### src/design/assert_macros.svh
// ----------------------------------------------------------------------------
// Assertion macros
// Shared concurrent assertion macros; they compile to nothing under SYNTH.
// ----------------------------------------------------------------------------
`ifndef ASSERT_MACROS_SVH
`define ASSERT_MACROS_SVH
`ifndef SYNTH
`define ASSERT_NEXT(lbl, ante, cons) \
    lbl: assert property (@(posedge clk) disable iff (!rst_n) (ante) |=> (cons)) \
        else $error("assertion failed");
`define ASSERT_NOW(lbl, ante, cons) \
    lbl: assert property (@(posedge clk) disable iff (!rst_n) (ante) |-> (cons)) \
        else $error("assertion failed");
`else
`define ASSERT_NEXT(lbl, ante, cons)
`define ASSERT_NOW(lbl, ante, cons)
`endif
`endif

### src/design/fmwf_pkg.sv
// ----------------------------------------------------------------------------
// FM register write filter package
// Types, register codes and decode functions shared by the filter modules.
// ----------------------------------------------------------------------------
package fmwf_pkg;

    localparam logic [1:0] FUNC_WRITE  = 2'd0;
    localparam logic [1:0] FUNC_LEVELS = 2'd1;
    localparam logic [1:0] FUNC_PANS   = 2'd2;
    localparam logic [1:0] FUNC_NONE   = 2'd3;

    localparam logic [1:0] EMU_GEN2 = 2'd1;
    localparam logic [1:0] EMU_GEN1 = 2'd2;

    localparam logic [1:0] CFG_EMU     = 2'd0;
    localparam logic [1:0] CFG_MUTE    = 2'd1;
    localparam logic [1:0] CFG_SILENCE = 2'd2;
    localparam logic [1:0] CFG_FADE    = 2'd3;

    localparam logic [7:0] REG_TEST    = 8'h01;
    localparam logic [7:0] REG_FOUROP  = 8'h04;
    localparam logic [7:0] REG_MODE    = 8'h05;
    localparam logic [7:0] REG_LVL_LO  = 8'h40;
    localparam logic [7:0] REG_LVL_HI  = 8'h55;
    localparam logic [7:0] REG_DRUM    = 8'hbd;
    localparam logic [7:0] REG_CONN_LO = 8'hc0;
    localparam logic [7:0] REG_CONN_HI = 8'hc8;
    localparam logic [7:0] REG_WAVE_LO = 8'he0;
    localparam logic [7:0] REG_WAVE_HI = 8'hf5;

    localparam logic [7:0] PAN_RESET = 8'h30;
    localparam logic [5:0] LVL_MAX   = 6'h3f;
    localparam logic [4:0] OP_LAST   = 5'd17;
    localparam logic [4:0] CH_LAST   = 5'd8;

    typedef enum logic [2:0] {
        S_IDLE,
        S_WRITE,
        S_LVL_RD,
        S_LVL_EV,
        S_PAN,
        S_FINAL,
        S_FLUSH
    } ctrl_state_t;

    typedef struct packed {
        logic load;
        logic apply;
        logic lvl_rd;
        logic lvl_ev;
        logic pan_step;
        logic final_push;
        logic flush;
    } fmwf_cmd_t;

    typedef struct packed {
        logic [1:0] req_func;
        logic       req_bank_ok;
        logic       refresh;
        logic       lvl_last;
        logic       pan_last;
        logic       is_write;
    } fmwf_sts_t;

    typedef struct packed {
        logic [2:0] d3;
        logic [1:0] m3;
        logic [1:0] d6;
        logic [2:0] m6;
    } op_split_t;

    function automatic op_split_t split_op(input logic [4:0] off);
        op_split_t s;
        logic [4:0] t;
        if (off >= 5'd15) s.d3 = 3'd5;
        else if (off >= 5'd12) s.d3 = 3'd4;
        else if (off >= 5'd9) s.d3 = 3'd3;
        else if (off >= 5'd6) s.d3 = 3'd2;
        else if (off >= 5'd3) s.d3 = 3'd1;
        else s.d3 = 3'd0;
        t = off - {s.d3, 1'b0} - {2'b0, s.d3};
        s.m3 = t[1:0];
        if (off >= 5'd12) s.d6 = 2'd2;
        else if (off >= 5'd6) s.d6 = 2'd1;
        else s.d6 = 2'd0;
        t = off - {1'b0, s.d6, 2'b0} - {2'b0, s.d6, 1'b0};
        s.m6 = t[2:0];
        return s;
    endfunction

    function automatic logic [3:0] out_mask(input logic [2:0] algo);
        logic [3:0] m;
        unique case (algo)
            3'd0:    m = 4'h2;
            3'd1:    m = 4'h3;
            3'd2:    m = 4'h8;
            3'd3:    m = 4'h9;
            3'd4:    m = 4'hA;
            3'd5:    m = 4'hD;
            default: m = 4'h0;
        endcase
        return m;
    endfunction

    function automatic logic [2:0] chan_algo(input logic bank, input logic [3:0] off9,
                                             input logic [5:0] fe, input logic [17:0] conn);
        logic [1:0] lo;
        logic [4:0] base;
        logic [2:0] fidx;
        logic [2:0] res;
        base = bank ? 5'd9 : 5'd0;
        lo = (off9 >= 4'd3) ? 2'(off9 - 4'd3) : off9[1:0];
        fidx = (bank ? 3'd3 : 3'd0) + {1'b0, lo};
        if ((off9 < 4'd6) && fe[fidx]) begin
            res = 3'd2 + {1'b0, conn[base + {3'b0, lo} + 5'd3], 1'b0}
                + {2'b0, conn[base + {3'b0, lo}]};
        end else begin
            res = {2'b0, conn[base + {1'b0, off9}]};
        end
        return res;
    endfunction

    function automatic logic is_output(input logic bank, input logic [4:0] off,
                                       input logic [5:0] fe, input logic [17:0] conn,
                                       input logic drum);
        op_split_t s;
        logic [2:0] fidx;
        logic [3:0] off9;
        logic [1:0] op;
        logic [3:0] m;
        s = split_op(off);
        fidx = (bank ? 3'd3 : 3'd0) + {1'b0, s.m3};
        if ((off < 5'd12) && fe[fidx]) begin
            off9 = {2'b0, s.m3};
            op = s.d3[1:0];
        end else begin
            off9 = {s.d6, 1'b0} + {2'b0, s.d6} + {2'b0, s.m3};
            op = (s.m6 >= 3'd3) ? 2'd1 : 2'd0;
        end
        m = out_mask(chan_algo(bank, off9, fe, conn));
        return (drum && !bank && (off >= 5'd12)) || m[op];
    endfunction

    function automatic logic [7:0] level_reg(input logic [4:0] off);
        op_split_t s;
        s = split_op(off);
        return REG_LVL_LO + {3'b0, s.d6, 3'b0} + {5'b0, s.m6};
    endfunction

    function automatic logic [7:0] apply_fade(input logic [7:0] lv, input logic [5:0] fa);
        logic [6:0] s;
        s = {1'b0, lv[5:0]} + {1'b0, fa};
        if (s > {1'b0, LVL_MAX}) s = {1'b0, LVL_MAX};
        return (fa == 6'd0) ? lv : {lv[7:6], s[5:0]};
    endfunction

endpackage

### src/design/fmwf_ctrl.sv
// ----------------------------------------------------------------------------
// FM register write filter controller
// Sequences the write update, the level and pan scans and the final transfer.
// ----------------------------------------------------------------------------
module fmwf_ctrl (
    input  logic               clk,
    input  logic               rst_n,
    input  logic               start,
    output logic               busy,
    input  fmwf_pkg::fmwf_sts_t sts,
    output fmwf_pkg::fmwf_cmd_t cmd
);
    import fmwf_pkg::*;

    ctrl_state_t state_reg;
    ctrl_state_t state_next;

    always_ff @(posedge clk or negedge rst_n) begin
        if (!rst_n) state_reg <= S_IDLE;
        else state_reg <= state_next;
    end

    always_comb begin
        state_next = state_reg;
        unique case (state_reg)
            S_IDLE: begin
                if (start) begin
                    if (sts.req_func == FUNC_WRITE && sts.req_bank_ok) state_next = S_WRITE;
                    else if (sts.req_func == FUNC_LEVELS) state_next = S_LVL_RD;
                    else if (sts.req_func == FUNC_PANS) state_next = S_PAN;
                    else state_next = S_IDLE;
                end
            end
            S_WRITE:  state_next = sts.refresh ? S_LVL_RD : S_FINAL;
            S_LVL_RD: state_next = S_LVL_EV;
            S_LVL_EV: begin
                if (!sts.lvl_last) state_next = S_LVL_RD;
                else if (sts.is_write) state_next = S_FINAL;
                else state_next = S_FLUSH;
            end
            S_PAN:    state_next = sts.pan_last ? S_FLUSH : S_PAN;
            S_FINAL:  state_next = S_FLUSH;
            S_FLUSH:  state_next = S_IDLE;
            default:  state_next = S_IDLE;
        endcase
    end

    always_comb begin
        cmd = '0;
        unique case (state_reg)
            S_IDLE:   cmd.load = start;
            S_WRITE:  cmd.apply = 1'b1;
            S_LVL_RD: cmd.lvl_rd = 1'b1;
            S_LVL_EV: cmd.lvl_ev = 1'b1;
            S_PAN:    cmd.pan_step = 1'b1;
            S_FINAL:  cmd.final_push = 1'b1;
            S_FLUSH:  cmd.flush = 1'b1;
            default:  cmd = '0;
        endcase
    end

    assign busy = (state_reg != S_IDLE);

endmodule

### src/design/fmwf_dp.sv
// ----------------------------------------------------------------------------
// FM register write filter datapath
// Configuration, shadow state, level memory, scan counter and output stage.
// ----------------------------------------------------------------------------
`include "assert_macros.svh"

module fmwf_dp #(
    parameter int BANKS    = 2,
    parameter int CHANNELS = 18
) (
    input  logic                clk,
    input  logic                rst_n,
    input  logic [1:0]          func,
    input  logic                bank,
    input  logic [7:0]          reg_addr,
    input  logic [7:0]          reg_data,
    input  logic                cfg_valid,
    input  logic [1:0]          cfg_index,
    input  logic [17:0]         cfg_data,
    input  fmwf_pkg::fmwf_cmd_t cmd,
    output fmwf_pkg::fmwf_sts_t sts,
    output logic                out_strobe,
    output logic                out_bank,
    output logic [7:0]          out_reg,
    output logic [7:0]          out_value,
    output logic                out_last
);
    import fmwf_pkg::*;

    logic [1:0]  emu_reg;
    logic [17:0] mute_reg;
    logic        silence_reg;
    logic [5:0]  fade_reg;

    logic [5:0]  fe_reg;
    logic [17:0] conn_reg;
    logic        drum_reg;
    logic [7:0]  pan_reg [18];
    logic [7:0]  lvl_mem [36];
    logic [35:0] lvl_vld_reg;
    logic [7:0]  lvl_q_reg;
    logic        lvl_vq_reg;

    logic [1:0]  func_reg;
    logic        bank_reg;
    logic [7:0]  addr_reg;
    logic [7:0]  val_reg;
    logic        drop_reg;

    logic        sb_reg;
    logic [4:0]  soff_reg;

    logic        pend_vld_reg;
    logic        pend_bank_reg;
    logic [7:0]  pend_reg_reg;
    logic [7:0]  pend_val_reg;

    logic        ostb_reg;
    logic        obank_reg;
    logic [7:0]  oreg_reg;
    logic [7:0]  oval_reg;
    logic        olast_reg;

    logic [7:0]  fix_val;
    logic        fix_drop;
    logic        in_wave;

    logic        c_mode, c_fourop, c_conn, c_lvl, c_drum;
    logic [3:0]  off9;
    logic [4:0]  wch;
    logic        wch_ok;
    logic [17:0] conn_new;
    logic [7:0]  lr;
    logic [4:0]  wlo;
    logic [5:0]  waddr;
    logic        lvl_ok;
    logic        conn_chg;
    logic        drum_chg;
    logic [7:0]  w_val;
    logic        w_drop;
    logic        w_refresh;

    logic [5:0]  raddr;
    logic [4:0]  pch;
    logic        cand_vld;
    logic        cand_bank;
    logic [7:0]  cand_reg;
    logic [7:0]  cand_val;
    logic [7:0]  lvl_rdata;
    logic [7:0]  ppan;
    logic        push;
    logic        scan_last;
    logic [4:0]  scan_end;

    always_ff @(posedge clk or negedge rst_n) begin
        if (!rst_n) begin
            emu_reg     <= '0;
            mute_reg    <= '1;
            silence_reg <= 1'b0;
            fade_reg    <= '0;
        end else if (cfg_valid) begin
            unique case (cfg_index)
                CFG_EMU:     emu_reg <= cfg_data[1:0];
                CFG_MUTE:    mute_reg <= cfg_data;
                CFG_SILENCE: silence_reg <= cfg_data[0];
                CFG_FADE:    fade_reg <= cfg_data[5:0];
                default:     emu_reg <= emu_reg;
            endcase
        end
    end

    always_comb begin
        in_wave = (reg_addr >= REG_WAVE_LO) && (reg_addr <= REG_WAVE_HI);
        fix_val = reg_data;
        fix_drop = 1'b0;
        if (emu_reg == EMU_GEN1) begin
            if (reg_addr == REG_TEST) fix_val[5] = 1'b0;
            fix_drop = in_wave;
        end
        if ((emu_reg == EMU_GEN2 || emu_reg == EMU_GEN1) && !fix_drop) begin
            if (reg_addr >= REG_CONN_LO && reg_addr <= REG_CONN_HI) fix_val[5:4] = 2'b11;
            if (in_wave) fix_val[2] = 1'b0;
        end
    end

    always_comb begin
        c_mode   = bank_reg && (addr_reg == REG_MODE);
        c_fourop = bank_reg && (addr_reg == REG_FOUROP);
        c_conn   = (addr_reg >= REG_CONN_LO) && (addr_reg <= REG_CONN_HI);
        c_lvl    = (addr_reg >= REG_LVL_LO) && (addr_reg <= REG_LVL_HI);
        c_drum   = !bank_reg && (addr_reg == REG_DRUM);
        off9     = 4'(addr_reg - REG_CONN_LO);
        wch      = (bank_reg ? 5'd9 : 5'd0) + {1'b0, off9};
        wch_ok   = (32'(wch) < CHANNELS);
        conn_new = conn_reg;
        conn_new[wch] = val_reg[0];
        lr       = addr_reg - REG_LVL_LO;
        lvl_ok   = (lr[2:0] < 3'd6);
        wlo      = (lr[4:3] == 2'd2) ? 5'd12 : ((lr[4:3] == 2'd1) ? 5'd6 : 5'd0);
        wlo      = wlo + {2'b0, lr[2:0]};
        waddr    = (bank_reg ? 6'd18 : 6'd0) + {1'b0, wlo};
        conn_chg = chan_algo(bank_reg, off9, fe_reg, conn_reg)
                != chan_algo(bank_reg, off9, fe_reg, conn_new);
        drum_chg = (val_reg[5] != drum_reg);
        w_val    = val_reg;
        w_drop   = drop_reg;
        w_refresh = 1'b0;
        if (!drop_reg) begin
            priority if (c_mode || c_fourop) begin
                w_val = val_reg;
            end else if (c_conn) begin
                if (!wch_ok) begin
                    w_drop = 1'b1;
                end else begin
                    w_refresh = conn_chg;
                    if (!mute_reg[wch] || silence_reg) w_val[7:4] = 4'h0;
                end
            end else if (c_lvl) begin
                if (!lvl_ok) w_drop = 1'b1;
                else if (is_output(bank_reg, wlo, fe_reg, conn_reg, drum_reg))
                    w_val = apply_fade(val_reg, fade_reg);
            end else if (c_drum) begin
                w_refresh = drum_chg;
            end else begin
                w_val = val_reg;
            end
        end
    end

    assign scan_end  = (cmd.pan_step) ? CH_LAST : OP_LAST;
    assign scan_last = (sb_reg == 1'(BANKS - 1)) && (soff_reg == scan_end);
    assign raddr     = (sb_reg ? 6'd18 : 6'd0) + {1'b0, soff_reg};
    assign pch       = (sb_reg ? 5'd9 : 5'd0) + soff_reg;
    assign lvl_rdata = lvl_vq_reg ? lvl_q_reg : 8'h00;

    always_comb begin
        ppan = pan_reg[pch];
        if (!mute_reg[pch] || silence_reg) ppan[7:4] = 4'h0;
    end

    always_comb begin
        cand_vld  = 1'b0;
        cand_bank = sb_reg;
        cand_reg  = level_reg(soff_reg);
        cand_val  = apply_fade(lvl_rdata, fade_reg);
        if (cmd.lvl_ev) begin
            cand_vld = is_output(sb_reg, soff_reg, fe_reg, conn_reg, drum_reg);
        end else if (cmd.pan_step) begin
            cand_vld = (32'(pch) < CHANNELS);
            cand_reg = REG_CONN_LO + {3'b0, soff_reg};
            cand_val = ppan;
        end else if (cmd.final_push) begin
            cand_vld  = !drop_reg;
            cand_bank = bank_reg;
            cand_reg  = addr_reg;
            cand_val  = val_reg;
        end
    end

    assign push = cand_vld;

    assign sts.req_func    = func;
    assign sts.req_bank_ok = (32'(bank) < BANKS);
    assign sts.refresh     = w_refresh;
    assign sts.lvl_last    = scan_last;
    assign sts.pan_last    = scan_last;
    assign sts.is_write    = (func_reg == FUNC_WRITE);

    always_ff @(posedge clk) begin
        if (cmd.load) begin
            func_reg <= func;
            bank_reg <= bank;
            addr_reg <= reg_addr;
            val_reg  <= fix_val;
            drop_reg <= fix_drop;
        end else if (cmd.apply) begin
            val_reg  <= w_val;
            drop_reg <= w_drop;
        end
        if (cmd.apply && !drop_reg && c_lvl && lvl_ok) lvl_mem[waddr] <= val_reg;
        if (cmd.lvl_rd) lvl_q_reg <= lvl_mem[raddr];
        if (push) begin
            pend_bank_reg <= cand_bank;
            pend_reg_reg  <= cand_reg;
            pend_val_reg  <= cand_val;
        end
        obank_reg <= pend_bank_reg;
        oreg_reg  <= pend_reg_reg;
        oval_reg  <= pend_val_reg;
        olast_reg <= cmd.flush;
    end

    always_ff @(posedge clk or negedge rst_n) begin
        if (!rst_n) begin
            fe_reg       <= '0;
            conn_reg     <= '0;
            drum_reg     <= 1'b0;
            lvl_vld_reg  <= '0;
            lvl_vq_reg   <= 1'b0;
            sb_reg       <= 1'b0;
            soff_reg     <= '0;
            pend_vld_reg <= 1'b0;
            ostb_reg     <= 1'b0;
            for (int i = 0; i < 18; i++) pan_reg[i] <= PAN_RESET;
        end else begin
            if (cmd.apply && !drop_reg) begin
                priority if (c_mode) begin
                    fe_reg <= fe_reg;
                end else if (c_fourop) begin
                    fe_reg <= val_reg[5:0];
                end else if (c_conn) begin
                    if (wch_ok) conn_reg <= conn_new;
                end else if (c_lvl) begin
                    if (lvl_ok) lvl_vld_reg[waddr] <= 1'b1;
                end else if (c_drum) begin
                    drum_reg <= val_reg[5];
                end else begin
                    fe_reg <= fe_reg;
                end
            end
            if (cmd.apply && !drop_reg && c_conn && wch_ok) pan_reg[wch] <= val_reg;
            if (cmd.lvl_rd) lvl_vq_reg <= lvl_vld_reg[raddr];
            if (cmd.load) begin
                sb_reg   <= 1'b0;
                soff_reg <= '0;
            end else if (cmd.lvl_ev || cmd.pan_step) begin
                if (soff_reg == scan_end) begin
                    soff_reg <= '0;
                    sb_reg   <= scan_last ? 1'b0 : ~sb_reg;
                end else begin
                    soff_reg <= soff_reg + 5'd1;
                end
            end
            ostb_reg <= pend_vld_reg && (push || cmd.flush);
            if (cmd.flush) pend_vld_reg <= 1'b0;
            else if (push) pend_vld_reg <= 1'b1;
        end
    end

    assign out_strobe = ostb_reg;
    assign out_bank   = obank_reg;
    assign out_reg    = oreg_reg;
    assign out_value  = oval_reg;
    assign out_last   = olast_reg;

    `ASSERT_NEXT(a_flush_last, cmd.flush && pend_vld_reg, out_strobe && out_last)
    `ASSERT_NEXT(a_push_notlast, push && pend_vld_reg, out_strobe && !out_last)
    `ASSERT_NEXT(a_last_gap, out_strobe && out_last, !out_strobe)

endmodule

### src/design/fm_synth_register_write_filter.sv
// A plain write steps through the load, apply, final and flush states; a pan refresh
// steps through each channel and then flushes, and a level refresh steps through each
// operator slot with one level memory read and one check per slot before the flush.
// A write that changes an algorithm or the drum mode adds the level refresh.
// Reset is asynchronous and restores configuration, shadows and controller at once.
// Results are transferred one per strobe cycle and are never stalled by the receiver.
// ----------------------------------------------------------------------------
// FM synthesizer register write filter
// Filters chip register writes through shadow state, mute, silence and fade, and replays levels and pans on request.
// ----------------------------------------------------------------------------
module fm_synth_register_write_filter #(
    parameter int BANKS    = 2,
    parameter int CHANNELS = 18
) (
    input  logic        clk,
    input  logic        rst_n,
    input  logic        start,
    output logic        busy,
    input  logic [1:0]  func,
    input  logic        bank,
    input  logic [7:0]  reg_addr,
    input  logic [7:0]  reg_data,
    input  logic        cfg_valid,
    output logic        cfg_ready,
    input  logic [1:0]  cfg_index,
    input  logic [17:0] cfg_data,
    output logic        out_strobe,
    output logic        out_bank,
    output logic [7:0]  out_reg,
    output logic [7:0]  out_value,
    output logic        out_last
);
    import fmwf_pkg::*;

    fmwf_cmd_t cmd;
    fmwf_sts_t sts;

    assign cfg_ready = 1'b1;

    fmwf_ctrl u_ctrl (
        .clk   (clk),
        .rst_n (rst_n),
        .start (start),
        .busy  (busy),
        .sts   (sts),
        .cmd   (cmd)
    );

    fmwf_dp #(
        .BANKS    (BANKS),
        .CHANNELS (CHANNELS)
    ) u_dp (
        .clk        (clk),
        .rst_n      (rst_n),
        .func       (func),
        .bank       (bank),
        .reg_addr   (reg_addr),
        .reg_data   (reg_data),
        .cfg_valid  (cfg_valid),
        .cfg_index  (cfg_index),
        .cfg_data   (cfg_data),
        .cmd        (cmd),
        .sts        (sts),
        .out_strobe (out_strobe),
        .out_bank   (out_bank),
        .out_reg    (out_reg),
        .out_value  (out_value),
        .out_last   (out_last)
    );

endmodule
### config.mk
export PLATFORM = sky130hd
export DESIGN_NAME = fm_synth_register_write_filter
export DESIGN_NICKNAME = d
export VERILOG_FILES = /design/src/design/fmwf_pkg.sv /design/src/design/fmwf_ctrl.sv /design/src/design/fmwf_dp.sv /design/src/design/fm_synth_register_write_filter.sv
export VERILOG_INCLUDE_DIRS = /design/src /design/src/design
export SDC_FILE = /design/constraint.sdc
export NUM_CORES = 1
export LEC_CHECK = 0
export BUFFER_PORTS_ARGS = -buffer_cell sky130_fd_sc_hd__buf_4
export CORE_MARGIN = 4
export CORE_UTILIZATION = 32
export DETAILED_ROUTE_END_ITERATION = 8
export GPL_TIMING_DRIVEN = 0
export PLACE_DENSITY_LB_ADDON = 0.2
export SYNTH_ARGS = -nofsm -noshare
export SYNTH_HDL_FRONTEND = slang
export SYNTH_SLANG_ARGS = --single-unit
### constraint.sdc
create_clock -name clk -period 15.4 [get_ports clk]
set_input_delay 0.77 -clock clk [delete_from_list [all_inputs] [get_ports clk]]
set_output_delay 0.77 -clock clk [all_outputs]
set_load 0.05 [all_outputs]
==> results of run 1 <==
## logic make-up after synthesis
group / Yosys count / share of synthesized area, %
flip-flops: 595 / 55.0
multiplexers: 441 / 23.3
XOR/XNOR: 41 / 1.19
other: 1 / 0.0125
buffers and inverters: 192 / 2.43
adder cells (fa/ha/maj): 81 / 3.64
AO/OA/AOI/OAI: 291 / 6.37
AND/OR/NAND/NOR: 483 / 8.03
## cell type report
cell class / count / area [sq um] / area share, %
plain buffers: 132 / 504 / 1.45
clock inverters: 38 / 455 / 1.31
repair buffers: 74 / 771 / 2.22
well taps: 1254 / 1570 / 4.52
flip-flops and latches: 595 / 16500 / 47.6
clock buffers: 88 / 1800 / 5.18
multi-input cells: 1338 / 12900 / 37.0
inverters: 60 / 225 / 0.649
diodes: 1 / 2.50 / 0.00721
## cells in the final DEF, fill, tap and decap left out, drive strengths merged, types with 23 or more instances in the layout
cell and n:
nand2b 27, a21oi 76, dfrtp 190, xor2 23
mux4 188, or2 42, nand3 40, nor2 148
nor3 31, edfxtp 333, clkbuf 197, ha 70
dfstp 54, buf 97, nand2 92, clkinv 30
o21ai 62, mux2i 51, inv 62, mux2 202
## worst register-to-register path, delay by kind of cell (launching register included)
family	cells	cell delay [ps]
AND/OR/NAND/NOR	8	1250
AO/OA/AOI/OAI	10	2480
buffers and inverters	8	3360
multiplexers	4	970
XOR/XNOR	4	680
flip-flops	1	450
adder cells (fa/ha/maj)	7	2140
## routing by layer
metal | share of wire, % | vias to the layer above | wire (um)
li1 | - | 8458 | -
met1 | 44 | 9858 | 38300
met2 | 46 | 611 | 40100
met3 | 5.8 | 160 | 4990
met4 | 3.5 | 0 | 3060
met5 | 0 | - | 0
## power by group
group / internal (mW) / total [mW] / switching (mW)
Combinational: 2.04 / 5.00 / 2.96
Sequential: 1.89 / 2.00 / 0.117
Clock: 0.930 / 1.63 / 0.701
## final timing paths
path                                      start                    to  slack (ps)  cells after the start
min reg2reg                u_dp.pend_val_reg[2]     u_dp.out_value[2]         340                      0
max                            u_dp.soff_reg[0]       u_dp.out_strobe        3950                     41
max reg2reg                    u_dp.soff_reg[0]       u_dp.out_strobe        3950                     41
min in group clk           u_dp.pend_val_reg[2]     u_dp.out_value[2]         340                      0
max in group asynchronous                 rst_n  u_dp.lvl_vld_reg[28]       14330                      2
min                                       rst_n      u_dp.conn_reg[0]          60                      1
==> summary.md, run 1 <==
| Metric | Value |
|---|---|
| Initial antenna violation count | 2 |
| Worst-margin pin slew | 1390 ps |
| GR Util All Layers | 17.4% |
| Sequential area share after synthesis | 55.0% |
| Synth top area share | roughly a third |
| Synth Net Count | around 2200 |
| Via/cell ratio | around 5.3 |
| Post-route ant nets | 0 |
| TritonCTS clock tree | done |
| Core area | 93300 sq um |
| Max Freq | just under 90 MHz |
| Initial Util | between 30% and 40% |
| Final hold violations | 0 |
| PwrDens | about 250 nW/um^2 |
| Most frequent cell after synthesis | edfxtp_1 |
| GP Congestion | 0.866 |
| Dpl cell area | about 32000 sq um |
| Final total power | between 8 and 9 mW |
| Cell taking the most area after synthesis | edfxtp_1 |
| Global routing's busiest layer | met2 |
| WP data required | about 16000 ps |
| Slowest cell on the critical path | buf_1 |
| Synth-to-layout area growth | 15.4% |
| Setup Viol. Count Final | 0 |
| H-tree levels | 3 |
| NumNets Final | between 2000 and 2500 |
| WP buf/inv | 8 |
| Clock skew | 42.0 ps |
| Crit path arrival time | around 12000 ps |
| Period minus WS final | ~11000 ps |
| Grt ovf | 0 |
| Max IR drop VDD | ~0.30 mV |
| Clock transition at path regs | about 60 ps |
| Post-route insts no fill | around 3600 |
| Crit path launch type | flop |
| # rows | roughly 110 |
| Yosys warning count | 0 |
| Initial drt markers | about 1700 |
| Max incr delay on CP | ~700 ps |
| Crit Path Category | reg -> reg |
| Average routed wire per standard cell | between 20 and 25 um |
| Worst path most repeated cell | ha_1 |
| Setup crit end kind | flop |
| CP max FO | 19 |
| Post-CTS Setup Bufs | 0 |
| Worst slack at placement | about 3900 ps |
| Cell Area, Synth | approximately 30000 sq um |
| PnR worst setup slack | ~3900 ps |
| Cells after Synth | about 2100 |
| Top Family by Delay on Critical Path | buffers and inverters |
| Post-CTS Resized | 0 |
| Max-slew headroom at the worst pin | 6.80% |
| Max Cap Violations | 0 |
| Most frequent cells after synthesis | edfxtp_1 (333), mux2_2 (202), dfrtp_1 (190), mux4_2 (188), nor2_1 (148) |
| LEAKAGE | around 13 nW |
| Final wirelength | roughly 86 mm |
| CTS Buf Count | a little under 70 |
| Clock Tree Root | clkbuf_16 |
| Post-synth cell types | 83 |
| Final hold slack | 61.2 ps |
| Slew Limit Fails | 0 |
| Largest net degree at the start of global routing | 113 |
| Avg Inst Size Synth | 14.2 sq um |
| I/O Pins | 64 |
| Fraction of layout cells with a size suffix above 1 | 29.4% |
| Drt pass-1 iters | 5 |
| Synth Flop Type | edfxtp_1 |
| CTS Hold Buffers Added | 0 |
| Met1 Use GR | between 20% and 30% |
| GR met2 Demand/Resource | 27.9% |
| Setup Total Neg Slack | 0 ps |
| Async SR Flop Fraction | about two fifths |
| Met3 GRT Util | under 10% |
| Max reg flops | roughly 290 |
| Design area | 34700 sq um |
| DP HPWL | roughly 63 mm |
| Number of synthesized flops with an enable pin | 333 |
| Die ar. | 98900 sq um |
| Vias post-DR | roughly 19000 |
| Placed instance count | between 3000 and 4000 |
| HP Class | in -> async |
| Height of the die | roughly 310 um |
| DIE WIDTH | 315 um |
| Yosys reg bits | about 600 |
| Clock latency on the worst-skew pair | approximately 640 ps |
| Status | finished clean |
| First-pass GRT wire length | around 130 mm |
| Vias in the first global route | roughly 20000 |
| Max Root-Sink Buffers | 3 |
| Fin crit share | 74.4% |
| Filler cells | 8854 |
| RSZ-0062 raised after global routing | no |
| Largest cells by area after synthesis | edfxtp_1 (33%), dfrtp_1 (16%), mux4_2 (14%), mux2_2 (7.6%), dfstp_2 (4.7%) |
| # clock sinks | a little under 600 |
| Post-layout util | between 30 and 40% |
| DRC errors left | 0 |
| # port buffers | 62 |
(Power assumes the default switching activity.)
==> inputs of run 2 (changes only) <==
==> constraint.sdc (replaced) <==
create_clock -name clk -period 10 [get_ports clk]
set_input_delay 0.5 -clock clk [delete_from_list [all_inputs] [get_ports clk]]
set_output_delay 0.5 -clock clk [all_outputs]
set_load 0.05 [all_outputs]
==> summary.md, run 2 (synthesis gave the netlist of run 1 again) <==
| Metric | Value |
|---|---|
| WHS Path Cells | 1 |
| Vias in the first global route | just under 20000 |
| Setup slack, reg-to-reg | 560 ps |
| Worst slack at placement | -1490 ps |
| Clock transition at path regs | approximately 50 ps |
| Most frequent cells in the layout | edfxtp_1 (333), mux2_2 (202), dfrtp_1 (190), mux4_2 (188), nor2_1 (147) |
| Slowest cell on the critical path | fa_1 |
| Period minus WS final | 9440 ps |
| Initial antenna violation count | 2 |
| GR Util All Layers | 17.4% |
| Grt ovf | 0 |
| Via/cell ratio | approximately 5.3 |
| # clock sinks | between 500 and 600 |
| Crit Path Category | reg -> reg |
| DRC errors left | 0 |
| Die ar. | 98900 sq um |
| HP Class | in -> reg |
| NumNets Final | between 2000 and 2500 |
| Max Root-Sink Buffers | 3 |
| I/O Pins | 64 |
| Max-slew headroom at the worst pin | slightly below 8% |
| Final wirelength | 86.5 mm |
| Core area | 93300 sq um |
| Crit path launch type | flop |
| WP data required | 10290 ps |
| Setup crit end kind | flop |
| LEAKAGE | 13.2 nW |
| Max incr delay on CP | around 650 ps |
| # port buffers | 62 |
| Status | finished clean |
| Largest net degree at the start of global routing | 113 |
| Worst Hold Launch | bank |
| DIE WIDTH | between 300 and 400 um |
| Max IR drop VDD | about 0.44 mV |
| CP max FO | 10 |
| Max Cap Violations | 0 |
| Initial drt markers | between 1500 and 2000 |
| Initial Util | approximately a third |
| Worst path most repeated cell | ha_1 |
| Final total power | roughly 13 mW |
| H-tree levels | 3 |
| Filler cells | ~8800 |
| DP HPWL | approximately 63 mm |
| Final hold violations | 0 |
| GP Congestion | a little under 0.9 |
| Cells on worst reg2reg path | 37 |
| CTS Buf Count | between 60 and 70 |
| # rows | between 100 and 150 |
| PnR worst setup slack | between 500 and 600 ps |
| Average routed wire per standard cell | approximately 24 um |
| Hold endpoint | u_dp.bank_reg |
| PwrDens | 384 nW/um^2 |
| RSZ-0062 raised after global routing | no |
| Fin crit share | a little over nine tenths |
| Commonest non-fill, non-tap cell in the layout | edfxtp_1 |
| Max reg flops | around 290 |
| Post-route ant nets | 0 |
| Final hold slack | 79.1 ps |
| Max Freq | approximately 110 MHz |
| TritonCTS clock tree | done |
| Fraction of layout cells with a size suffix above 1 | 30.1% |
| Reg-to-reg endpoint | u_dp.val_reg[2] |
| First-pass GRT wire length | 129 mm |
| Worst-margin pin slew | between 1000 and 1500 ps |
| Crit path arrival time | a little under 10000 ps |
| Clock Tree Root | clkbuf_16 |
| Setup Viol. Count Final | 0 |
| Drt pass-1 iters | 5 |
| Vias post-DR | about 19000 |
| Clock latency on the worst-skew pair | 640 ps |
| Clock skew | between 40 and 50 ps |
| RR Startpoint | u_dp.addr_reg[3] |
| Height of the die | ~310 um |
| Slew Limit Fails | 0 |
| Synth-to-layout area growth | 15.9% |
==> run 2: layout make-up <==
| cell class | instances | area (sq um) | area share [%] |
|---|---|---|---|
| clock inverter | 38 | 455 | 1.31 |
| timing repair buffer | 81 | 851 | 2.44 |
| clock buffer | 88 | 1800 | 5.16 |
| antenna | 1 | 2.50 | 0.00718 |
| buffer | 129 | 510 | 1.46 |
| tap | 1254 | 1570 | 4.50 |
| inverter | 60 | 225 | 0.646 |
| multi-input combinational | 1338 | 12900 | 37.0 |
| sequential | 595 | 16500 | 47.4 |
==> run 2: critical path: cells and delay by family, from the launching register on <==
family / cells / cell delay [ps]
xor gates and xnor gates: 1 / 170
adders and majority gates: 7 / 2470
and+or+nand+nor: 14 / 3080
muxes: 1 / 300
AOI/OAI and AO/OA: 9 / 1820
DFF: 1 / 540
buffers and inverters: 5 / 740
==> run 2: worst max path at each step <==
stage	startpoint	end	slack [ps]
finish	u_dp.addr_reg[3]	u_dp.val_reg[2]	560
global route	u_dp.addr_reg[3]	u_dp.val_reg[2]	30
CTS	u_dp.addr_reg[4]	u_dp.val_reg[2]	40
detailed placement	u_dp.soff_reg[0]	u_dp.out_strobe	-1490
global placement	u_dp.soff_reg[0]	u_dp.pend_val_reg[1]	-2960
floorplan	u_dp.soff_reg[0]	u_dp.pend_bank_reg	330
==> run 2: per-layer routing <==
layer | vias up | GRT usage, % | share of wire [%]
li1 | 8468 | - | -
met2 | 600 | 27.8 | 46
met1 | 9906 | 23.8 | 44
met5 | - | 0 | 0
met4 | 0 | 6.28 | 3.6
met3 | 163 | 3.28 | 6.0
==> run 2: metrics by stage <==
stage / TNS, ps / utilization (%) / instances / cell area (sq um)
2_1_floorplan: 0 / - / 2125 / 30100
3_3_place_gp: -56380 / 34.4 / 3441 / 32100
3_5_place_dp: -28970 / 34.7 / 3449 / 32300
4_1_cts: 0 / 37.1 / 3577 / 34700
5_1_grt: 0 / 37.3 / 3583 / 34800
6_report: 0 / 37.3 / 3584 / 34800
==> run 2: where the power goes <==
part / switching [mW] / internal (mW)
sequential: 0.179 / 2.90
combinational: 4.56 / 3.23
clock: 1.08 / 1.43
total: 5.82 / 7.57
==> run 2: repair_timing <==
| item | 4_1_cts | 5_1_grt |
|---|---|---|
| hold buffers | 1 | 0 |
| endpoints found under the hold margin | 37 | 0 |
| resized for setup | 7 | 20 |
| pin swaps | 0 | 0 |
| setup buffers | 2 | 4 |
| endpoints found under the setup margin | 25 | 25 |
